### src/hdl/fpba_pkg.sv
// ---------------------------------------------------------------------------
// Fit policy block allocator package
// Shared types, field widths and codes for the allocator and its parts.
// ---------------------------------------------------------------------------
package fpba_pkg;

   localparam int AMOUNT_W   = 16;
   localparam int BLK_IDX_W  = 4;
   localparam int REQ_NUM_W  = 16;
   localparam int POLICY_W   = 2;

   typedef logic [POLICY_W-1:0] policy_type;

   localparam policy_type POLICY_FIRST = 2'd0;
   localparam policy_type POLICY_BEST  = 2'd1;
   localparam policy_type POLICY_WORST = 2'd2;

   localparam logic REQ_LOAD  = 1'b0;
   localparam logic REQ_ALLOC = 1'b1;

   // Per-candidate control handed to the shared comparator
   typedef struct packed {
      logic       found;
      logic       taken;
      policy_type policy;
   } cmp_ctl_type;

endpackage

### src/hdl/fpba_size_ram.sv
// ---------------------------------------------------------------------------
// Block size table
// One write port and one registered read port holding loaded block sizes.
// ---------------------------------------------------------------------------
module fpba_size_ram #(
   parameter int DEPTH  = 16,
   parameter int WIDTH  = 16,
   parameter int ADDR_W = 4
) (
   input  logic              clock,
   input  logic              wr_en,
   input  logic [ADDR_W-1:0] wr_addr,
   input  logic [WIDTH-1:0]  wr_data,
   input  logic [ADDR_W-1:0] rd_addr,
   output logic [WIDTH-1:0]  rd_data
);

   logic [WIDTH-1:0] mem_ff [DEPTH];
   logic [WIDTH-1:0] rd_data_ff;

   always_ff @(posedge clock) begin
      if (wr_en) begin
         mem_ff[wr_addr] <= wr_data;
      end
   end

   always_ff @(posedge clock) begin
      rd_data_ff <= mem_ff[rd_addr];
   end

   assign rd_data = rd_data_ff;

endmodule

### src/hdl/fpba_fit_cmp.sv
// ---------------------------------------------------------------------------
// Fit comparator
// Decides whether one table entry qualifies and beats the current pick.
// ---------------------------------------------------------------------------
module fpba_fit_cmp #(
   parameter int SIZE_WIDTH = 16
) (
   input  logic [SIZE_WIDTH-1:0]         cand_size,
   input  logic [SIZE_WIDTH-1:0]         best_size,
   input  logic [fpba_pkg::AMOUNT_W-1:0] amount,
   input  fpba_pkg::cmp_ctl_type         ctl,
   output logic                          better
);
   import fpba_pkg::*;

   localparam int CMP_W = (SIZE_WIDTH > AMOUNT_W) ? SIZE_WIDTH : AMOUNT_W;

   logic [CMP_W-1:0] cand_ext;
   logic [CMP_W-1:0] amount_ext;
   logic             qualify;
   logic             wins;

   assign cand_ext   = CMP_W'(cand_size);
   assign amount_ext = CMP_W'(amount);

   // Zero-size and taken blocks never qualify
   assign qualify = !ctl.taken && (cand_size != '0) && (cand_ext >= amount_ext);

   always_comb begin
      unique case (ctl.policy)
         POLICY_BEST:  wins = cand_size < best_size;
         POLICY_WORST: wins = cand_size > best_size;
         default:      wins = 1'b0;
      endcase
   end

   assign better = qualify && (!ctl.found || wins);

endmodule

### src/hdl/fit_policy_block_allocator_unit.sv
// ---------------------------------------------------------------------------
// Fit policy block allocator
// Fixed-partition allocator with first, best and worst fit selection.
// ---------------------------------------------------------------------------
// A load beat leaves busy low and produces no result; a load into a full
// table is dropped. An allocate beat holds busy high while the size table
// is scanned: it is read one entry a cycle through its single registered
// read port, and each entry goes through the one shared fit comparator. The
// result appears on the rsp_ ports for one cycle, marked by rsp_valid, in the
// first cycle that busy is low again; it cannot be held off, and a new beat
// may start in that same cycle.
// The policy register may be written whenever the block is idle.
module fit_policy_block_allocator_unit #(
   parameter int MAX_BLOCKS = 16,
   parameter int SIZE_WIDTH = 16
) (
   input  logic                           clock,
   input  logic                           reset,
   input  logic                           start,
   output logic                           busy,
   input  logic                           req_type,
   input  logic [fpba_pkg::AMOUNT_W-1:0]  req_amount,
   output logic                           rsp_valid,
   output logic                           rsp_granted,
   output logic [fpba_pkg::BLK_IDX_W-1:0] rsp_block_index,
   output logic [fpba_pkg::REQ_NUM_W-1:0] rsp_request_number,
   input  logic                           csr_valid,
   output logic                           csr_ready,
   input  fpba_pkg::policy_type           csr_data
);
   import fpba_pkg::*;

   localparam int IDX_W = $clog2(MAX_BLOCKS);
   localparam int CNT_W = $clog2(MAX_BLOCKS + 1);

   localparam logic ST_IDLE = 1'b0;
   localparam logic ST_SCAN = 1'b1;

   logic                  state_ff, state_in;
   policy_type            policy_ff;
   logic [CNT_W-1:0]      loaded_ff, loaded_in;
   logic [REQ_NUM_W-1:0]  req_cnt_ff, req_cnt_in;
   logic [MAX_BLOCKS-1:0] taken_ff, taken_in;
   logic [CNT_W-1:0]      issue_ff, issue_in;
   logic                  rd_vld_ff, rd_vld_in;
   logic [IDX_W-1:0]      rd_idx_ff, rd_idx_in;
   logic                  rd_taken_ff, rd_taken_in;
   logic [AMOUNT_W-1:0]   amount_ff, amount_in;
   logic                  found_ff, found_in;
   logic [IDX_W-1:0]      pick_ff, pick_in;
   logic [SIZE_WIDTH-1:0] best_ff, best_in;
   logic                  rsp_valid_ff, rsp_valid_in;
   logic                  rsp_granted_ff, rsp_granted_in;
   logic [BLK_IDX_W-1:0]  rsp_index_ff, rsp_index_in;

   logic                  accept;
   logic                  table_full;
   logic                  wr_en;
   logic [SIZE_WIDTH-1:0] rd_size;
   logic [IDX_W-1:0]      rd_addr;
   logic                  better;
   cmp_ctl_type           cmp_ctl;
   logic [IDX_W+BLK_IDX_W-1:0] pick_ext;

   assign busy       = (state_ff == ST_SCAN);
   assign accept     = start && !busy;
   assign table_full = (loaded_ff >= CNT_W'(MAX_BLOCKS));
   assign wr_en      = accept && (req_type == REQ_LOAD) && !table_full;
   assign rd_addr    = issue_ff[IDX_W-1:0];
   assign csr_ready  = 1'b1;
   assign pick_ext   = {{BLK_IDX_W{1'b0}}, pick_ff};

   fpba_size_ram #(
      .DEPTH  (MAX_BLOCKS),
      .WIDTH  (SIZE_WIDTH),
      .ADDR_W (IDX_W)
   ) u_size_ram (
      .clock   (clock),
      .wr_en   (wr_en),
      .wr_addr (loaded_ff[IDX_W-1:0]),
      .wr_data (SIZE_WIDTH'(req_amount)),
      .rd_addr (rd_addr),
      .rd_data (rd_size)
   );

   assign cmp_ctl.found  = found_ff;
   assign cmp_ctl.taken  = rd_taken_ff;
   assign cmp_ctl.policy = policy_ff;

   fpba_fit_cmp #(
      .SIZE_WIDTH (SIZE_WIDTH)
   ) u_fit_cmp (
      .cand_size (rd_size),
      .best_size (best_ff),
      .amount    (amount_ff),
      .ctl       (cmp_ctl),
      .better    (better)
   );

   always_comb begin
      state_in       = state_ff;
      loaded_in      = loaded_ff;
      req_cnt_in     = req_cnt_ff;
      taken_in       = taken_ff;
      issue_in       = issue_ff;
      rd_vld_in      = 1'b0;
      rd_idx_in      = rd_idx_ff;
      rd_taken_in    = rd_taken_ff;
      amount_in      = amount_ff;
      found_in       = found_ff;
      pick_in        = pick_ff;
      best_in        = best_ff;
      rsp_valid_in   = 1'b0;
      rsp_granted_in = rsp_granted_ff;
      rsp_index_in   = rsp_index_ff;

      unique case (state_ff)
         ST_IDLE: begin
            if (accept) begin
               if (req_type == REQ_LOAD) begin
                  if (!table_full) begin
                     taken_in[loaded_ff[IDX_W-1:0]] = 1'b0;
                     loaded_in = loaded_ff + CNT_W'(1);
                  end
               end else begin
                  req_cnt_in = req_cnt_ff + REQ_NUM_W'(1);
                  amount_in  = req_amount;
                  issue_in   = '0;
                  found_in   = 1'b0;
                  pick_in    = '0;
                  state_in   = ST_SCAN;
               end
            end
         end
         ST_SCAN: begin
            // Issue one table read per cycle
            if (issue_ff < loaded_ff) begin
               rd_vld_in   = 1'b1;
               rd_idx_in   = rd_addr;
               rd_taken_in = taken_ff[rd_addr];
               issue_in    = issue_ff + CNT_W'(1);
            end
            if (rd_vld_ff) begin
               if (better) begin
                  found_in = 1'b1;
                  pick_in  = rd_idx_ff;
                  best_in  = rd_size;
               end
            end else if (issue_ff >= loaded_ff) begin
               // Pipeline drained: report and mark the pick taken
               rsp_valid_in   = 1'b1;
               rsp_granted_in = found_ff;
               rsp_index_in   = found_ff ? pick_ext[BLK_IDX_W-1:0] : '0;
               if (found_ff) begin
                  taken_in[pick_ff] = 1'b1;
               end
               state_in = ST_IDLE;
            end
         end
         default: begin
            state_in = ST_IDLE;
         end
      endcase
   end

   always_ff @(posedge clock) begin
      if (reset) begin
         state_ff     <= ST_IDLE;
         policy_ff    <= POLICY_FIRST;
         loaded_ff    <= '0;
         req_cnt_ff   <= '0;
         taken_ff     <= '0;
         rd_vld_ff    <= 1'b0;
         rsp_valid_ff <= 1'b0;
      end else begin
         state_ff     <= state_in;
         loaded_ff    <= loaded_in;
         req_cnt_ff   <= req_cnt_in;
         taken_ff     <= taken_in;
         rd_vld_ff    <= rd_vld_in;
         rsp_valid_ff <= rsp_valid_in;
         if (csr_valid && csr_ready) begin
            policy_ff <= csr_data;
         end
      end
   end

   always_ff @(posedge clock) begin
      issue_ff       <= issue_in;
      rd_idx_ff      <= rd_idx_in;
      rd_taken_ff    <= rd_taken_in;
      amount_ff      <= amount_in;
      found_ff       <= found_in;
      pick_ff        <= pick_in;
      best_ff        <= best_in;
      rsp_granted_ff <= rsp_granted_in;
      rsp_index_ff   <= rsp_index_in;
   end

   assign rsp_valid          = rsp_valid_ff;
   assign rsp_granted        = rsp_granted_ff;
   assign rsp_block_index    = rsp_index_ff;
   assign rsp_request_number = req_cnt_ff;

`ifndef ASSERT_OFF
   a_rsp_after_scan: assert property (@(posedge clock) disable iff (reset)
      rsp_valid |-> $past(busy))
      else $error("result beat without a preceding scan");

   a_alloc_goes_busy: assert property (@(posedge clock) disable iff (reset)
      (accept && (req_type == REQ_ALLOC)) |=> busy)
      else $error("allocate beat did not start a scan");

   a_load_stays_idle: assert property (@(posedge clock) disable iff (reset)
      (accept && (req_type == REQ_LOAD)) |=> (!busy && !rsp_valid))
      else $error("load beat produced activity");

   a_loaded_bound: assert property (@(posedge clock) disable iff (reset)
      loaded_ff <= CNT_W'(MAX_BLOCKS))
      else $error("loaded block count exceeds table depth");
`endif

endmodule
### config.mk
export PLATFORM = sky130hd
export DESIGN_NAME = fit_policy_block_allocator_unit
export DESIGN_NICKNAME = d
export VERILOG_FILES = /design/src/hdl/fpba_pkg.sv /design/src/hdl/fpba_size_ram.sv /design/src/hdl/fpba_fit_cmp.sv /design/src/hdl/fit_policy_block_allocator_unit.sv
export SDC_FILE = /design/constraint.sdc
export NUM_CORES = 1
export LEC_CHECK = 0
export BUFFER_PORTS_ARGS = -buffer_cell sky130_fd_sc_hd__buf_2
export CAP_MARGIN = 20
export CORE_MARGIN = 2
export CORE_UTILIZATION = 56
export CTS_CLUSTER_DIAMETER = 200
export DETAILED_ROUTE_END_ITERATION = 10
export PLACE_DENSITY = 0.78
export SETUP_SLACK_MARGIN = 0.4
export SLEW_MARGIN = 10
export SYNTH_ARGS = -nofsm -noshare
export SYNTH_HDL_FRONTEND = slang
export SYNTH_SLANG_ARGS = --single-unit
### constraint.sdc
create_clock -name clock -period 2.52 [get_ports clock]
set_input_delay 0 -clock clock [delete_from_list [all_inputs] [get_ports clock]]
set_output_delay 0 -clock clock [all_outputs]
set_load 0.005 [all_outputs]
==> results_dict.tcl, run 1 <==
set metrics [dict create \
    slew_viol_final 0 \
    ys_warn_count 0 \
    fin_tns_setup_ns 0 \
    routabilityCongestion 0.807 \
    fmax_mhz 416 \
    drt_iter0_drc 793 \
    fin_crit_sh 0.953 \
    seq_power_share 0.528 \
    setup_viol 0 \
    die_x_um 168 \
    fin_skew_ns 0.0233 \
    ir_drop_v 0.000612 \
    drtPass1Iterations 5 \
    report.final.hold_viol_count 0 \
    path_cells "ha_4 > nand4_1 > o41ai_2 > a41oi_2 > buf_4 > o311ai_4 > a21oi_4" \
    synth_fp_nets 903 \
    start_util 0.572 \
    multiInputGateArea_sq_mm 0.00444 \
    min_period_ns 2.40 \
    criticalPathCategory "reg2reg" \
    whs_ns 0.0390 \
    worstSetupEndpointType "flop" \
    worst_pin_slew_ns 0.819 \
    dp_hpwl_um 17800 \
    critPathMaxFanout 5 \
    grt_pass1_wl_um 48400 \
    cts.path.max_buffers 3 \
    status "finished, final reports clean" \
    synth_cell_type_count 55 \
    finalNetCount 1019 \
    synth_top_cells_by_count "edfxtp_1 (308), mux4_1 (59), dfxtp_1 (58)" \
    p_leak_uw 0.00620 \
    seq_area_frac_synth 0.694 \
    rows 59 \
    ctsHtreeMaxLevel 2 \
    relSlewSlack 0.454 \
    grt_pass1_vias 8022 \
    cp_data_arrival_time_ns 2.67 \
    synth_edf_count 308 \
    antenna_cells 0 \
    overflow 0 \
    switching_share 0.212 \
    seq_area_sq_mm 0.0104 \
    avgSynthCellArea_sq_um 18.0 \
    yosys.area.top_type "edfxtp_1" \
    die-height_um 168 \
    maxCapViolCount 0 \
    grt_usage 0.234 \
    synth.cell_area_sq_mm 0.0150 \
    hold_path.class "in2reg" \
    rsz0062_at_grt "true" \
    yosys_most_used_dff "edfxtp_1" \
    antenna_found_initial 0 \
    critPathMaxStageDelay_ns 0.48 \
    syn_to_final_growth_pct 17.2 \
    clk_latency_ns 0.54 \
    portBuffers 45 \
    synthTopCellsByArea "edfxtp_1 (62%), mux4_1 (10%), dfxtp_1 (7.7%)" \
    cp.required_ns 2.79 \
    drive_gt1_frac 0.225 \
    path_buf_inv 1 \
    cts_tree "done" \
    via_per_inst 6.09 \
    placed_area_sq_mm 0.0159 \
    power.switching_uw 2700 \
    ios 47 \
    final_antenna_net_count 0 \
    drc_errors 0 \
    critPathLaunchType "flop" \
    p_per_area_mw_per_mm2 725 \
    intPower_uw 10000 \
    cts_buffers 37 \
    cts_sinks 366 \
    via_count 8008 \
    path_clk_slew_ns 0.06 \
    wl_um 32200 \
    synth_seq_cells 366 \
    synth_cells 835 \
    crit_family "compound AO/OA/AOI/OAI gates" \
    drt-wirelength-per-cell_um 24.5 \
    die_area_sq_mm 0.0281 \
    grt_max_degree 72 \
    cp_slowest_cell "o41ai_2" \
    yosysMostFrequentCell "edfxtp_1" \
    fin_area_sq_mm 0.0176 \
    placeableCoreArea_sq_mm 0.0262 \
    root_buffer "clkbuf_16" \
    synth_top_area_frac 0.617 \
    pwr-share-clk 0.411 \
    synthArstFlopShare 0 \
    fillers 1677 \
    pwr-share-comb 0.061 \
]
## power by group through the flow
stage / combinational, uW / sequential (uW) / clock, uW
5_1_grt: 838 / 6730 / 5590
3_5_place_dp: 673 / 6850 / 0
3_3_place_gp: 650 / 6840 / 0
4_1_cts: 748 / 6720 / 5330
2_1_floorplan: 438 / 6820 / 0
6_report: 777 / 6730 / 5240
## layer usage
layer,vias up,wire length [um],global-route usage
met5,-,0,0
met4,0,1020,0.0817
met3,60,1880,0.0371
met2,313,15900,0.389
met1,4075,13400,0.319
li1,3560,-,-
## stage by stage
step / power, uW / utilization / instances / setup slack (ns)
2_1_floorplan: 7260 / - / 835 / 0.372
3_3_place_gp: 7490 / 0.606 / 1216 / -0.0949
3_5_place_dp: 7520 / 0.606 / 1216 / -0.0797
4_1_cts: 12800 / 0.665 / 1309 / 0.246
5_1_grt: 13200 / 0.671 / 1314 / 0.0634
6_report: 12700 / 0.671 / 1314 / 0.119
## layout by cell type, fill, tap and decap left out, drive strengths merged, types with 3 or more instances in the layout
master	netlist	layout
a21oi	30	30
and2	9	9
and3	6	6
and4	3	3
buf	19	89
clkbuf	16	51
clkinv	0	14
dfxtp	58	58
dlygate4sd3	0	20
edfxtp	308	308
ha	45	45
inv	50	51
mux2i	3	3
mux4	85	85
nand2	26	26
nand2b	13	13
nand3	15	15
nand4	15	15
nand4b	3	3
nor2	47	47
nor2b	5	5
nor3	9	9
nor4	5	5
o211ai	3	3
o21ai	14	14
o32ai	5	5
xnor2	7	7
xor2	11	11
## worst min-delay path: stages
cell,delay (ns)
buf_2,0.11
and3_2,0.30
a211oi_1,0.11
## path summary, 6_finish.rpt
kind                                    end  cells past startpoint              startpoint  slack (ns)
worst max-delay path             pick_ff[0]                      7  u_size_ram.rd_data[14]        0.12
worst min-delay path            taken_ff[7]                      3                   start        0.04
worst max register to register   pick_ff[0]                      7  u_size_ram.rd_data[14]        0.12
worst min register to register   best_ff[0]                      0   u_size_ram.rd_data[0]        0.44
## cell families after synthesis
logic type,Yosys count,synth area share
compound gates,69,0.0287
simple gates,163,0.0568
other cells,1,0.000250
fa+ha+maj,45,0.0376
xor+xnor,18,0.0105
buf+inv,85,0.0274
mux,88,0.144
flops,366,0.694
## repair_timing
action,CTS,global route
hold endpoints to repair,274,0
setup endpoints to repair,53,36
pin swaps,4,4
gates cloned,2,1
hold buffers,20,0
setup buffers,4,4
resized for setup,20,16
## cell type report
cell class                      instances  share of cell area
Sequential cell                       366               0.593
Multi-Input combinational cell        385               0.253
Clock buffer                           50              0.0572
Timing Repair Buffer                  111              0.0538
Tap cell                              335              0.0239
Inverter                               50              0.0107
Clock inverter                         17             0.00869
## sequential cells by signal, indices dropped and copies added (netlist names)
signal	flops
amount_ff	16
best_ff	16
busy	1
found_ff	1
issue_ff	5
loaded_ff	5
pick_ff	4
policy_ff	2
rd_idx_ff	4
rd_taken_ff	1
rd_vld_ff	1
rsp_block_index	4
rsp_granted	1
rsp_request_number	16
rsp_valid	1
taken_ff	16
u_size_ram.mem_ff	256
u_size_ram.rd_data	16
No activity file was read; power rests on OpenSTA's default activity.
==> run 2, diff against run 1 <==
BUFFER_PORTS_ARGS = -buffer_cell sky130_fd_sc_hd__buf_4   (was -buffer_cell sky130_fd_sc_hd__buf_2)
CORE_ASPECT_RATIO = 1.5   (was not set)
==> run 2 against run 1 <==
  * Register-to-register slack gained 0.16 ns
  * Largest cell class unchanged
  * Non-clock buffer count grew 2
  * Routed wire length shrank 0.74%
  * Die area is essentially flat
  * First-iteration DRC count shrank 1.4%
  * Sequential power is essentially flat
==> results_dict.tcl, run 2 (synthesis results as in run 1) <==
set metrics [dict create \
    fmax_mhz 446 \
    grt_pass1_wl_um 47600 \
    placed_area_sq_mm 0.0160 \
    antenna_found_initial 0 \
    fin_area_sq_mm 0.0175 \
    grt_max_degree 62 \
    status "finished, final reports clean" \
    drt_iter0_drc 782 \
    die-height_um 204 \
    rows 73 \
    drc_errors 0 \
    die_area_sq_mm 0.0281 \
    p_per_area_mw_per_mm2 701 \
    report.final.hold_viol_count 0 \
    clk_latency_ns 0.57 \
    min_period_ns 2.24 \
    drtPass1Iterations 5 \
    portBuffers 45 \
    antenna_cells 0 \
    path_clk_slew_ns 0.06 \
    finalNetCount 1015 \
    setup_viol 0 \
    hold_path.class "in2reg" \
    fin_ws_ns 0.280 \
    overflow 0 \
    fin_skew_ns 0.0110 \
    slew_viol_final 0 \
    cp.required_ns 2.80 \
    die_x_um 138 \
    drive_gt1_frac 0.208 \
    grt_pass1_vias 8076 \
    syn_to_final_growth_pct 16.8 \
    cts_sinks 366 \
    rsz0062_at_grt "true" \
    cp_data_arrival_time_ns 2.52 \
    cts.path.max_buffers 3 \
    whs_ns 0.276 \
    largest_register_ffs 256 \
    fin_crit_sh 0.889 \
    wl_um 31900 \
    power.total_uw 12300 \
    maxCapViolCount 0 \
    drt-wirelength-per-cell_um 24.4 \
    placeableCoreArea_sq_mm 0.0264 \
    via_count 7923 \
    cts_tree "done" \
    critPathMaxFanout 16 \
    routabilityCongestion 0.851 \
    start_util 0.568 \
    dp_hpwl_um 18500 \
    ctsHtreeMaxLevel 1 \
    fillers 1660 \
    root_buffer "clkbuf_16" \
    cts_buffers 31 \
    ios 47 \
    fin_tns_setup_ns 0 \
    p_leak_uw 0.00615 \
    regMostFlops "u_size_ram.mem_ff" \
    layout_commonest_cell "edfxtp_1" \
    final_antenna_net_count 0 \
    layout_common_cells "edfxtp_1 (308), buf_4 (75), mux4_1 (59)" \
    critPathLaunchType "flop" \
    via_per_inst 6.06 \
    grt_usage 0.233 \
    ir_drop_v 0.000653 \
    post-place-ws_ns -0.0729 \
    criticalPathCategory "reg2reg" \
    worstSetupEndpointType "flop" \
]
[run 2: changes by cell type in the layout (fill, tap and decap cells not counted), sizes merged]
cell / previous run / this run
inv: 51 / 50
bufbuf: 1 / 0
clkbuf: 51 / 47
buf: 89 / 86
clkinvlp: 0 / 1
clkinv: 14 / 6
bufinv: 2 / 4
dlygate4sd3: 20 / 25
[run 2: cell type report]
type / instances / area (sq um) / area share
Sequential cell: 366 / 10400 / 0.595
Multi-Input combinational cell: 385 / 4400 / 0.251
Timing Repair Buffer: 113 / 1080 / 0.0619
Clock buffer: 45 / 848 / 0.0484
Tap cell: 337 / 422 / 0.0241
Inverter: 50 / 188 / 0.0107
Clock inverter: 11 / 159 / 0.00907
[run 2: power by group]
part	total [uW]	switching [uW]	leakage, uW	internal (uW)
Combinational	776	411	0.00240	365
Sequential	6720	78.3	0.00326	6650
Clock	4770	2040	0.000486	2740
Total	12300	2530	0.00615	9750
[run 2: worst paths after layout]
path                              start            to  slack (ns)  depth (start not counted)
setup reg to reg  u_size_ram.rd_data[1]    best_ff[1]        0.28                          9
hold / removal            req_amount[9]  amount_ff[9]        0.28                          2
hold reg to reg   u_size_ram.rd_data[0]    best_ff[0]        0.46                          0
setup / recovery  u_size_ram.rd_data[1]    best_ff[1]        0.28                          9
[run 2: timing repair]
| action | 4_1_cts | 5_1_grt |
|---|---|---|
| cloned | 0 | 3 |
| endpoints found under the hold margin | 307 | 0 |
| hold buffers | 25 | 0 |
| endpoints found under the setup margin | 42 | 85 |
| gates resized for setup | 16 | 16 |
| buffers inserted | 2 | 2 |
| pin swaps | 5 | 6 |
[run 2: worst max-delay path, stage by stage, from the launching register on]
cell,delay [ns]
dfxtp_1,0.37
ha_1,0.31
o211ai_1,0.12
nor2_2,0.15
a2111oi_4,0.07
buf_4,0.15
o31ai_4,0.25
nand4_1,0.18
a21oi_4,0.18
buf_12,0.17
[run 2: metal layers]
layer / GRT usage / wire [um] / share of wire
met1: 0.288 / 12200 / 0.38
met4: 0.0814 / 1050 / 0.033
met2: 0.421 / 17200 / 0.54
met3: 0.0283 / 1520 / 0.047
met5: 0 / 0 / 0
[run 2: stage by stage]
| stage | utilization | instances |
|---|---|---|
| 2_1_floorplan | - | 835 |
| 3_3_place_gp | 0.606 | 1219 |
| 3_5_place_dp | 0.606 | 1219 |
| 4_1_cts | 0.658 | 1302 |
| 5_1_grt | 0.664 | 1307 |
| 6_report | 0.664 | 1307 |
